[src/rtl/sha_pkg.sv]
// ---------------------------------------------------------------------------
// sha_pkg
// Shared types, constants and round functions for the SHA-256 stream hasher.
// ---------------------------------------------------------------------------
package sha_pkg;

    typedef struct packed {
        logic [7:0] data_byte;
        logic       no_byte;
        logic       end_of_message;
    } sha_in_t;

    typedef struct packed {
        logic [31:0] digest_word;
        logic [2:0]  word_index;
        logic        last_word;
    } sha_out_t;

    // One message-schedule word passed from the front to the back
    typedef struct packed {
        logic [31:0] word;
        logic        final_word;
    } sha_token_t;

    localparam logic [7:0] PAD_BYTE     = 8'h80;
    localparam logic [3:0] LEN_WORD_IDX = 4'd14;
    localparam logic [3:0] LAST_LOAD    = 4'd15;
    localparam logic [5:0] LAST_ROUND   = 6'd63;
    localparam logic [2:0] LAST_OUT     = 3'd7;

    localparam logic [31:0] INIT_HASH [8] = '{
        32'h6a09e667, 32'hbb67ae85, 32'h3c6ef372, 32'ha54ff53a,
        32'h510e527f, 32'h9b05688c, 32'h1f83d9ab, 32'h5be0cd19
    };

    localparam logic [31:0] ROUND_K [64] = '{
        32'h428a2f98, 32'h71374491, 32'hb5c0fbcf, 32'he9b5dba5,
        32'h3956c25b, 32'h59f111f1, 32'h923f82a4, 32'hab1c5ed5,
        32'hd807aa98, 32'h12835b01, 32'h243185be, 32'h550c7dc3,
        32'h72be5d74, 32'h80deb1fe, 32'h9bdc06a7, 32'hc19bf174,
        32'he49b69c1, 32'hefbe4786, 32'h0fc19dc6, 32'h240ca1cc,
        32'h2de92c6f, 32'h4a7484aa, 32'h5cb0a9dc, 32'h76f988da,
        32'h983e5152, 32'ha831c66d, 32'hb00327c8, 32'hbf597fc7,
        32'hc6e00bf3, 32'hd5a79147, 32'h06ca6351, 32'h14292967,
        32'h27b70a85, 32'h2e1b2138, 32'h4d2c6dfc, 32'h53380d13,
        32'h650a7354, 32'h766a0abb, 32'h81c2c92e, 32'h92722c85,
        32'ha2bfe8a1, 32'ha81a664b, 32'hc24b8b70, 32'hc76c51a3,
        32'hd192e819, 32'hd6990624, 32'hf40e3585, 32'h106aa070,
        32'h19a4c116, 32'h1e376c08, 32'h2748774c, 32'h34b0bcb5,
        32'h391c0cb3, 32'h4ed8aa4a, 32'h5b9cca4f, 32'h682e6ff3,
        32'h748f82ee, 32'h78a5636f, 32'h84c87814, 32'h8cc70208,
        32'h90befffa, 32'ha4506ceb, 32'hbef9a3f7, 32'hc67178f2
    };

    function automatic logic [31:0] big_sigma0(input logic [31:0] x);
        return {x[1:0], x[31:2]} ^ {x[12:0], x[31:13]} ^ {x[21:0], x[31:22]};
    endfunction

    function automatic logic [31:0] big_sigma1(input logic [31:0] x);
        return {x[5:0], x[31:6]} ^ {x[10:0], x[31:11]} ^ {x[24:0], x[31:25]};
    endfunction

    function automatic logic [31:0] small_sigma0(input logic [31:0] x);
        return {x[6:0], x[31:7]} ^ {x[17:0], x[31:18]} ^ {3'b000, x[31:3]};
    endfunction

    function automatic logic [31:0] small_sigma1(input logic [31:0] x);
        return {x[16:0], x[31:17]} ^ {x[18:0], x[31:19]} ^ {10'b0, x[31:10]};
    endfunction

endpackage

[src/rtl/sha256_stream_hasher_unit.sv]
// ---------------------------------------------------------------------------
// sha256_stream_hasher_unit
// SHA-256 over a byte stream, digest emitted as eight 32-bit words.
// ---------------------------------------------------------------------------
// Input channel s_*: one transfer carries a byte (unless no_byte) and may
// end the message. Output channel m_*: eight transfers per message, word 0
// first, last_word set on word 7.
// Bytes are taken one per cycle while the word queue has room. Once a block's
// last word is loaded, the back end runs 64 rounds and then a chain update;
// meanwhile the front takes at most the 16 bytes that fit in the default
// four-word queue and then holds s_ready low. A steady stream's throughput
// is therefore set by the single round unit.
// At message end the front writes 3 to 18 padding words, one per cycle while
// the queue has room, and takes no input meanwhile; one or two final blocks
// follow, then the digest is offered one word per cycle while m_ready is high.
// While the receiver stalls the digest, the front keeps filling the queue
// until it is full. Reset (aresetn low, synchronous) loads the initial hash
// values and empties the queue; no clearing pass is needed.
// ---------------------------------------------------------------------------
module sha256_stream_hasher_unit
    import sha_pkg::*;
#(
    parameter int FIFO_DEPTH = 4
) (
    input  logic     aclk,
    input  logic     aresetn,
    input  logic     s_valid,
    output logic     s_ready,
    input  sha_in_t  s_data,
    output logic     m_valid,
    input  logic     m_ready,
    output sha_out_t m_data
);
    sha_token_t fq_in, fq_out;
    logic       fq_in_valid, fq_in_ready, fq_out_valid, fq_out_ready;

    sha_front u_front (
        .aclk      (aclk),
        .aresetn   (aresetn),
        .s_valid   (s_valid),
        .s_ready   (s_ready),
        .s_data    (s_data),
        .tok_valid (fq_in_valid),
        .tok_ready (fq_in_ready),
        .tok_data  (fq_in)
    );

    sha_fifo #(
        .DEPTH (FIFO_DEPTH)
    ) u_fifo (
        .aclk      (aclk),
        .aresetn   (aresetn),
        .in_valid  (fq_in_valid),
        .in_ready  (fq_in_ready),
        .in_token  (fq_in),
        .out_valid (fq_out_valid),
        .out_ready (fq_out_ready),
        .out_token (fq_out)
    );

    sha_back u_back (
        .aclk      (aclk),
        .aresetn   (aresetn),
        .tok_valid (fq_out_valid),
        .tok_ready (fq_out_ready),
        .tok_data  (fq_out),
        .m_valid   (m_valid),
        .m_ready   (m_ready),
        .m_data    (m_data)
    );
endmodule

[src/rtl/sha_fifo.sv]
// ---------------------------------------------------------------------------
// sha_fifo
// Short register queue of schedule words between the front and the back.
// ---------------------------------------------------------------------------
module sha_fifo
    import sha_pkg::*;
#(
    parameter int DEPTH = 4
) (
    input  logic       aclk,
    input  logic       aresetn,
    input  logic       in_valid,
    output logic       in_ready,
    input  sha_token_t in_token,
    output logic       out_valid,
    input  logic       out_ready,
    output sha_token_t out_token
);
    localparam int PW = (DEPTH > 1) ? $clog2(DEPTH) : 1;
    localparam int CW = $clog2(DEPTH + 1);
    localparam logic [PW-1:0] LAST_PTR = PW'(DEPTH - 1);
    localparam logic [CW-1:0] FULL_CNT = CW'(DEPTH);

    sha_token_t    mem_reg [DEPTH];
    logic [PW-1:0] wr_ptr_reg, rd_ptr_reg;
    logic [CW-1:0] count_reg;
    logic          push, pop;

    assign in_ready  = (count_reg != FULL_CNT);
    assign out_valid = (count_reg != '0);
    assign out_token = mem_reg[rd_ptr_reg];
    assign push      = in_valid && in_ready;
    assign pop       = out_valid && out_ready;

    // store entries
    always_ff @(posedge aclk) begin
        if (push) begin
            mem_reg[wr_ptr_reg] <= in_token;
        end
    end

    // advance pointers and count
    always_ff @(posedge aclk) begin
        if (!aresetn) begin
            wr_ptr_reg <= '0;
            rd_ptr_reg <= '0;
            count_reg  <= '0;
        end else begin
            if (push) begin
                wr_ptr_reg <= (wr_ptr_reg == LAST_PTR) ? '0 : wr_ptr_reg + 1'b1;
            end
            if (pop) begin
                rd_ptr_reg <= (rd_ptr_reg == LAST_PTR) ? '0 : rd_ptr_reg + 1'b1;
            end
            if (push && !pop) begin
                count_reg <= count_reg + 1'b1;
            end else if (pop && !push) begin
                count_reg <= count_reg - 1'b1;
            end
        end
    end
endmodule

[src/rtl/sha_front.sv]
// ---------------------------------------------------------------------------
// sha_front
// Packs message bytes into big-endian words and appends the padding words.
// ---------------------------------------------------------------------------
module sha_front
    import sha_pkg::*;
(
    input  logic       aclk,
    input  logic       aresetn,
    input  logic       s_valid,
    output logic       s_ready,
    input  sha_in_t    s_data,
    output logic       tok_valid,
    input  logic       tok_ready,
    output sha_token_t tok_data
);
    typedef enum logic [4:0] {
        F_ACCEPT    = 5'b00001,
        F_PAD_FIRST = 5'b00010,
        F_PAD_ZERO  = 5'b00100,
        F_LEN_HI    = 5'b01000,
        F_LEN_LO    = 5'b10000
    } front_state_t;

    front_state_t state_reg, state_next;
    logic [5:0]   pos_reg, pos_next;
    logic [31:0]  asm_reg, asm_next;
    logic [60:0]  total_reg, total_next;
    logic [3:0]   idx_reg, idx_next;
    logic [31:0]  pad_word;

    // first padding word: pending bytes, then the marker byte, then zeros
    always_comb begin
        case (pos_reg[1:0])
            2'd0:    pad_word = {PAD_BYTE, 24'h0};
            2'd1:    pad_word = {asm_reg[7:0], PAD_BYTE, 16'h0};
            2'd2:    pad_word = {asm_reg[15:0], PAD_BYTE, 8'h0};
            default: pad_word = {asm_reg[23:0], PAD_BYTE};
        endcase
    end

    // accept bytes, then walk the padding words
    always_comb begin
        state_next = state_reg;
        pos_next   = pos_reg;
        asm_next   = asm_reg;
        total_next = total_reg;
        idx_next   = idx_reg;
        s_ready    = 1'b0;
        tok_valid  = 1'b0;
        tok_data   = '{word: 32'h0, final_word: 1'b0};
        case (state_reg)
            F_ACCEPT: begin
                s_ready = tok_ready;
                if (s_valid && tok_ready) begin
                    if (!s_data.no_byte) begin
                        asm_next   = {asm_reg[23:0], s_data.data_byte};
                        pos_next   = pos_reg + 1'b1;
                        total_next = total_reg + 1'b1;
                        if (pos_reg[1:0] == 2'd3) begin
                            tok_valid     = 1'b1;
                            tok_data.word = asm_next;
                        end
                    end
                    if (s_data.end_of_message) begin
                        state_next = F_PAD_FIRST;
                    end
                end
            end
            F_PAD_FIRST: begin
                tok_valid     = 1'b1;
                tok_data.word = pad_word;
                if (tok_ready) begin
                    idx_next   = pos_reg[5:2] + 1'b1;
                    state_next = (idx_next == LEN_WORD_IDX) ? F_LEN_HI : F_PAD_ZERO;
                end
            end
            F_PAD_ZERO: begin
                tok_valid = 1'b1;
                if (tok_ready) begin
                    idx_next = idx_reg + 1'b1;
                    if (idx_next == LEN_WORD_IDX) begin
                        state_next = F_LEN_HI;
                    end
                end
            end
            F_LEN_HI: begin
                tok_valid     = 1'b1;
                tok_data.word = total_reg[60:29];
                if (tok_ready) begin
                    state_next = F_LEN_LO;
                end
            end
            F_LEN_LO: begin
                tok_valid           = 1'b1;
                tok_data.word       = {total_reg[28:0], 3'b000};
                tok_data.final_word = 1'b1;
                if (tok_ready) begin
                    pos_next   = '0;
                    total_next = '0;
                    state_next = F_ACCEPT;
                end
            end
            default: begin
                state_next = F_ACCEPT;
            end
        endcase
    end

    // hold counters and state
    always_ff @(posedge aclk) begin
        if (!aresetn) begin
            state_reg <= F_ACCEPT;
            pos_reg   <= '0;
            total_reg <= '0;
            idx_reg   <= '0;
        end else begin
            state_reg <= state_next;
            pos_reg   <= pos_next;
            total_reg <= total_next;
            idx_reg   <= idx_next;
        end
    end

    always_ff @(posedge aclk) begin
        asm_reg <= asm_next;
    end
endmodule

[src/rtl/sha_back.sv]
// ---------------------------------------------------------------------------
// sha_back
// Loads 16 schedule words, runs 64 rounds, updates the chain, emits digests.
// ---------------------------------------------------------------------------
module sha_back
    import sha_pkg::*;
(
    input  logic       aclk,
    input  logic       aresetn,
    input  logic       tok_valid,
    output logic       tok_ready,
    input  sha_token_t tok_data,
    output logic       m_valid,
    input  logic       m_ready,
    output sha_out_t   m_data
);
    typedef enum logic [3:0] {
        B_LOAD  = 4'b0001,
        B_ROUND = 4'b0010,
        B_ADD   = 4'b0100,
        B_OUT   = 4'b1000
    } back_state_t;

    back_state_t state_reg, state_next;
    logic [31:0] chain_reg [8];
    logic [31:0] chain_next [8];
    logic [31:0] v_reg [8];
    logic [31:0] v_next [8];
    logic [31:0] w_reg [16];
    logic [31:0] w_next [16];
    logic [5:0]  cnt_reg, cnt_next;
    logic [2:0]  oidx_reg, oidx_next;
    logic        final_reg, final_next;
    logic [31:0] t1, t2, w_new;

    // one round and one schedule extension
    always_comb begin
        t1 = v_reg[7] + big_sigma1(v_reg[4])
           + ((v_reg[4] & v_reg[5]) ^ (~v_reg[4] & v_reg[6]))
           + ROUND_K[cnt_reg] + w_reg[0];
        t2 = big_sigma0(v_reg[0])
           + ((v_reg[0] & v_reg[1]) ^ (v_reg[0] & v_reg[2]) ^ (v_reg[1] & v_reg[2]));
        w_new = small_sigma1(w_reg[14]) + w_reg[9] + small_sigma0(w_reg[1]) + w_reg[0];
    end

    assign tok_ready = (state_reg == B_LOAD);
    assign m_valid   = (state_reg == B_OUT);
    assign m_data    = '{digest_word: chain_reg[oidx_reg], word_index: oidx_reg,
                         last_word: (oidx_reg == LAST_OUT)};

    always_comb begin
        state_next = state_reg;
        chain_next = chain_reg;
        v_next     = v_reg;
        w_next     = w_reg;
        cnt_next   = cnt_reg;
        oidx_next  = oidx_reg;
        final_next = final_reg;
        case (state_reg)
            B_LOAD: begin
                if (tok_valid) begin
                    for (int i = 0; i < 15; i++) begin
                        w_next[i] = w_reg[i+1];
                    end
                    w_next[15] = tok_data.word;
                    final_next = tok_data.final_word;
                    cnt_next   = cnt_reg + 1'b1;
                    if (cnt_reg[3:0] == LAST_LOAD) begin
                        v_next     = chain_reg;
                        cnt_next   = '0;
                        state_next = B_ROUND;
                    end
                end
            end
            B_ROUND: begin
                v_next[7] = v_reg[6];
                v_next[6] = v_reg[5];
                v_next[5] = v_reg[4];
                v_next[4] = v_reg[3] + t1;
                v_next[3] = v_reg[2];
                v_next[2] = v_reg[1];
                v_next[1] = v_reg[0];
                v_next[0] = t1 + t2;
                for (int i = 0; i < 15; i++) begin
                    w_next[i] = w_reg[i+1];
                end
                w_next[15] = w_new;
                cnt_next   = cnt_reg + 1'b1;
                if (cnt_reg == LAST_ROUND) begin
                    cnt_next   = '0;
                    state_next = B_ADD;
                end
            end
            B_ADD: begin
                for (int i = 0; i < 8; i++) begin
                    chain_next[i] = chain_reg[i] + v_reg[i];
                end
                oidx_next  = '0;
                state_next = final_reg ? B_OUT : B_LOAD;
            end
            B_OUT: begin
                if (m_ready) begin
                    oidx_next = oidx_reg + 1'b1;
                    if (oidx_reg == LAST_OUT) begin
                        chain_next = INIT_HASH;
                        final_next = 1'b0;
                        state_next = B_LOAD;
                    end
                end
            end
            default: begin
                state_next = B_LOAD;
            end
        endcase
    end

    // hold control state and chaining value
    always_ff @(posedge aclk) begin
        if (!aresetn) begin
            state_reg <= B_LOAD;
            chain_reg <= INIT_HASH;
            cnt_reg   <= '0;
            oidx_reg  <= '0;
            final_reg <= 1'b0;
        end else begin
            state_reg <= state_next;
            chain_reg <= chain_next;
            cnt_reg   <= cnt_next;
            oidx_reg  <= oidx_next;
            final_reg <= final_next;
        end
    end

    always_ff @(posedge aclk) begin
        v_reg <= v_next;
        w_reg <= w_next;
    end
endmodule

[config.mk]
export PLATFORM = sky130hd
export DESIGN_NAME = sha256_stream_hasher_unit
export DESIGN_NICKNAME = d
export VERILOG_FILES = /design/src/rtl/sha_pkg.sv /design/src/rtl/sha256_stream_hasher_unit.sv /design/src/rtl/sha_fifo.sv /design/src/rtl/sha_front.sv /design/src/rtl/sha_back.sv
export SDC_FILE = /design/constraint.sdc
export NUM_CORES = 2
export LEC_CHECK = 0
export ABC_CLOCK_PERIOD_IN_PS = 14200
export BUFFER_PORTS_ARGS = -buffer_cell sky130_fd_sc_hd__buf_2
export CORE_ASPECT_RATIO = 2
export CORE_UTILIZATION = 40
export DETAILED_ROUTE_END_ITERATION = 10
export PLACE_DENSITY = 0.59
export RECOVER_POWER = 50
export SLEW_MARGIN = 0
export SYNTH_ARGS = -nofsm -noshare
export SYNTH_HDL_FRONTEND = slang
export SYNTH_SLANG_ARGS = --single-unit
[constraint.sdc]
create_clock -name aclk -period 14.2 [get_ports aclk]
set_clock_uncertainty 0.05 [all_clocks]
set_input_delay 4.26 -clock aclk [delete_from_list [all_inputs] [get_ports aclk]]
set_output_delay 4.26 -clock aclk [all_outputs]
set_load 0.05 [all_outputs]
==> Flow_metrics.wiki <==
{| class="wikitable"
! Metric !! Value
|-
| Chip height || 612.4 um
|-
| Worst slew pin tran || 4690 ps
|-
| Placement Setup Slack || 3542 ps
|-
| Pins Over Slew Limit || 546
|-
| CP arrival || 11210 ps
|-
| Fraction of registers with async set or reset after synthesis || 0%
|-
| Number of failing setup endpoints in the final timing report || 0
|-
| Type of the most critical hold path || reg2reg
|-
| Max Fclk || 92.30 MHz
|-
| Max reg flops || 512
|-
| Clock latency at the later pin of the worst-skew pair || 790 ps
|-
| Ratio of routed vias to standard cells || 5.736
|-
| Mean cell area of the mapped netlist || 10.66 sq um
|-
| Cell count after synthesis || 6994
|-
| Leading cell type in the layout, fill and taps excluded || sky130_fd_sc_hd__nand2_1
|-
| Number of antenna violations at the first check in global routing || 5
|-
| Critical path depth || 34
|-
| Critical Setup Path Class || reg2reg
|-
| IO Count || 52
|-
| Status || finished, violations left
|-
| CTS clock-pin slew for the worst setup and hold paths || 70 ps
|-
| Net count of the finished layout || 7576
|-
| Area enclosed by the die boundary || 188200 sq um
|-
| Count of filler cells inserted in the layout || 17540
|-
| Number of hold buffers added after cts || 0
|-
| Number of synthesized flops with an enable pin || 924
|-
| Post-CTS Setup Repair Bufs || 0
|-
| Clock tree from TritonCTS || yes
|-
| Final RePlAce weighted congestion || 0.9870
|-
| Crit path max fanout || 15
|-
| Number of levels in the clock H-tree || 3
|-
| Number of max-cap violations || 9
|-
| Required arrival time at the worst endpoint || 14570 ps
|-
| Sequential area share after synthesis || 46.77%
|-
| RSZ-0062 raised after global routing || false
|-
| Post-layout min period || 10830 ps
|-
| Initial core utilization || 40.35%
|-
| Combined area of all synthesized cells || 74530 sq um
|-
| Most instantiated flip-flop cell in the synthesis netlist || sky130_fd_sc_hd__edfxtp_1
|-
| Max incr delay on CP || 720 ps
|-
| Share of layout cells above drive strength 1 || 7.778%
|-
| # port buffers || 51
|-
| GRT overflow || 0
|-
| Final Hold Fails || 0
|-
| Area leader, netlist || sky130_fd_sc_hd__edfxtp_1
|-
| Post-route antenna net violation count || 0
|-
| Layout-stage area growth over the synthesis result || 9.600%
|-
| Number of nets in the synthesized netlist || 7615
|-
| Clock sink total || 1279
|-
| CP Capture Type || flop
|-
| Site row count || 223
|-
| DRC Markers || 0
|-
| Count of buffering cells on the critical path with inverters included || 4
|-
| Routed wire length per instance || 27.08 um
|-
| Total negative setup slack || 0 ps
|-
| Max stage delay cell, worst path || sky130_fd_sc_hd__ha_1
|-
| Share of the synthesized area in the top cell type || 37.23%
|-
| Crit path top cell by count || sky130_fd_sc_hd__fa_1
|-
| Instance count along the most critical hold path || 0
|-
| Total track usage || 27.32%
|-
| Crit path launch type || flop
|-
| TritonCTS buffer count || 119
|-
| Global-route wire length before repair || 373400 um
|-
| Synth Register Bits || 1279
|-
| Tightest slew margin relative to the limit || -212.6%
|-
| CORE AREA || 184700 sq um
|-
| Total half-perimeter wirelength after legalization and detailed placement || 194800 um
|-
| CTS resizes || 0
|-
| CP top delay family || compound AO/OA/AOI/OAI gates
|-
| Final wirelength || 258300 um
|-
| Commonest non-fill, non-tap cells in the layout || 1082 x sky130_fd_sc_hd__nand2_1, 924 x sky130_fd_sc_hd__edfxtp_1, 423 x sky130_fd_sc_hd__xnor2_1
|-
| Vias in the first global route || 55720
|-
| Width of the chip || 307.2 um
|-
| Cell variety after synth || 91
|-
| Root Driver || sky130_fd_sc_hd__clkbuf_16
|-
| Final critical-path share of the clock period || 76.29%
|-
| Worst-case setup margin in the final layout || 3366 ps
|-
| Maximum number of pins on one net before global-route repair || 193
|-
| 1st-pass router iterations || 7
|-
| Biggest area contributors in the synthesized netlist || sky130_fd_sc_hd__edfxtp_1 37%, sky130_fd_sc_hd__dfxtp_1 9.5%, sky130_fd_sc_hd__ha_1 6.9%, sky130_fd_sc_hd__nand2_1 5.5%, sky130_fd_sc_hd__fa_1 5.3%
|-
| Violations in the final reports || capacitance limit, slew limit
|-
| Total via count in the routed design || 54700
|-
| First DRT Iteration DRCs || 4218
|-
| Cell depth of the worst flop-to-flop path || 34
|-
| Number of buffers on the longest clock path || 3
|-
| Total number of yosys warnings || 0
|}
==> layer usage <==
layer	GRT usage [%]	vias up	part of all wire, %
met5	0	-	0.0046
met2	51.21	1699	53
met4	24.49	2	11
met3	3.739	746	4.2
met1	25.42	27230	32
li1	-	25030	-
==> cell type report <==
type	count	area, sq um	share of cell area (%)
Antenna cell	3	7.507	0.009191
Timing Repair Buffer	173	1214	1.486
Clock buffer	152	3223	3.946
Clock inverter	72	797.0	0.9758
Sequential cell	1279	34870	42.69
Inverter	299	1122	1.374
Multi-Input combinational cell	5083	37350	45.73
Tap cell	2475	3097	3.791
==> worst reg2reg max path, delay by kind of cell, from the launching register on <==
kind / cells / cell delay (ps)
AOI/OAI and AO/OA: 17 / 4820
adders and majority gates: 8 / 3680
and+or+nand+nor: 4 / 840
buffers and inverters: 4 / 700
DFF: 1 / 340
xor gates and xnor gates: 1 / 140
==> cell families (layout without fill, tap and decap cells) <==
family          Yosys count  count (layout)  share of synthesized area, %
compound gates         1573            1573                         13.43
flops                  1279            1279                         46.77
other cells               0               3                             0
buf+inv                 632             696                         3.195
fa+ha+maj               633             633                         12.51
simple gates           2062            2062                         12.39
xor+xnor                632             632                         7.446
mux                     183             183                         4.256
==> cell usage after synthesis (all sizes together), types with 118 or more instances <==
cell,instances
nand2,1083
a21oi,382
nand3,118
inv,296
ha,411
xnor2,423
nor2b,134
fa,196
dfxtp,355
edfxtp,924
xor2,208
a21o,167
o21ai,396
nor2,324
clkbuf,293
==> through the flow <==
stage          instances  hold slack [ps]  utilization, %  cell area, sq um
6_report            9536            342.9           44.22             81680
2_1_floorplan       6994            350.3               -             74530
5_1_grt             9534            346.2           44.22             81680
4_1_cts             9533            336.3           44.25             81730
3_3_place_gp        9309            350.5           42.07             77710
3_5_place_dp        9309            354.5           42.07             77710
==> path summary, 6_finish.rpt <==
check	to	startpoint	slack, ps
max	u_back.v_reg[255]$_DFFE_PP_	u_back.cnt_reg[1]$_SDFFE_PN0P_	3370
min	u_back.w_reg[266]$_DFFE_PP_	u_back.w_reg[234]$_DFFE_PP_	340
max reg2reg	u_back.v_reg[255]$_DFFE_PP_	u_back.cnt_reg[1]$_SDFFE_PN0P_	3370
min reg2reg	u_back.w_reg[266]$_DFFE_PP_	u_back.w_reg[234]$_DFFE_PP_	340
Power is left out: the tool's default activity adds up to more than one toggle a clock period on the data nets, which glitch-free logic cannot reach.
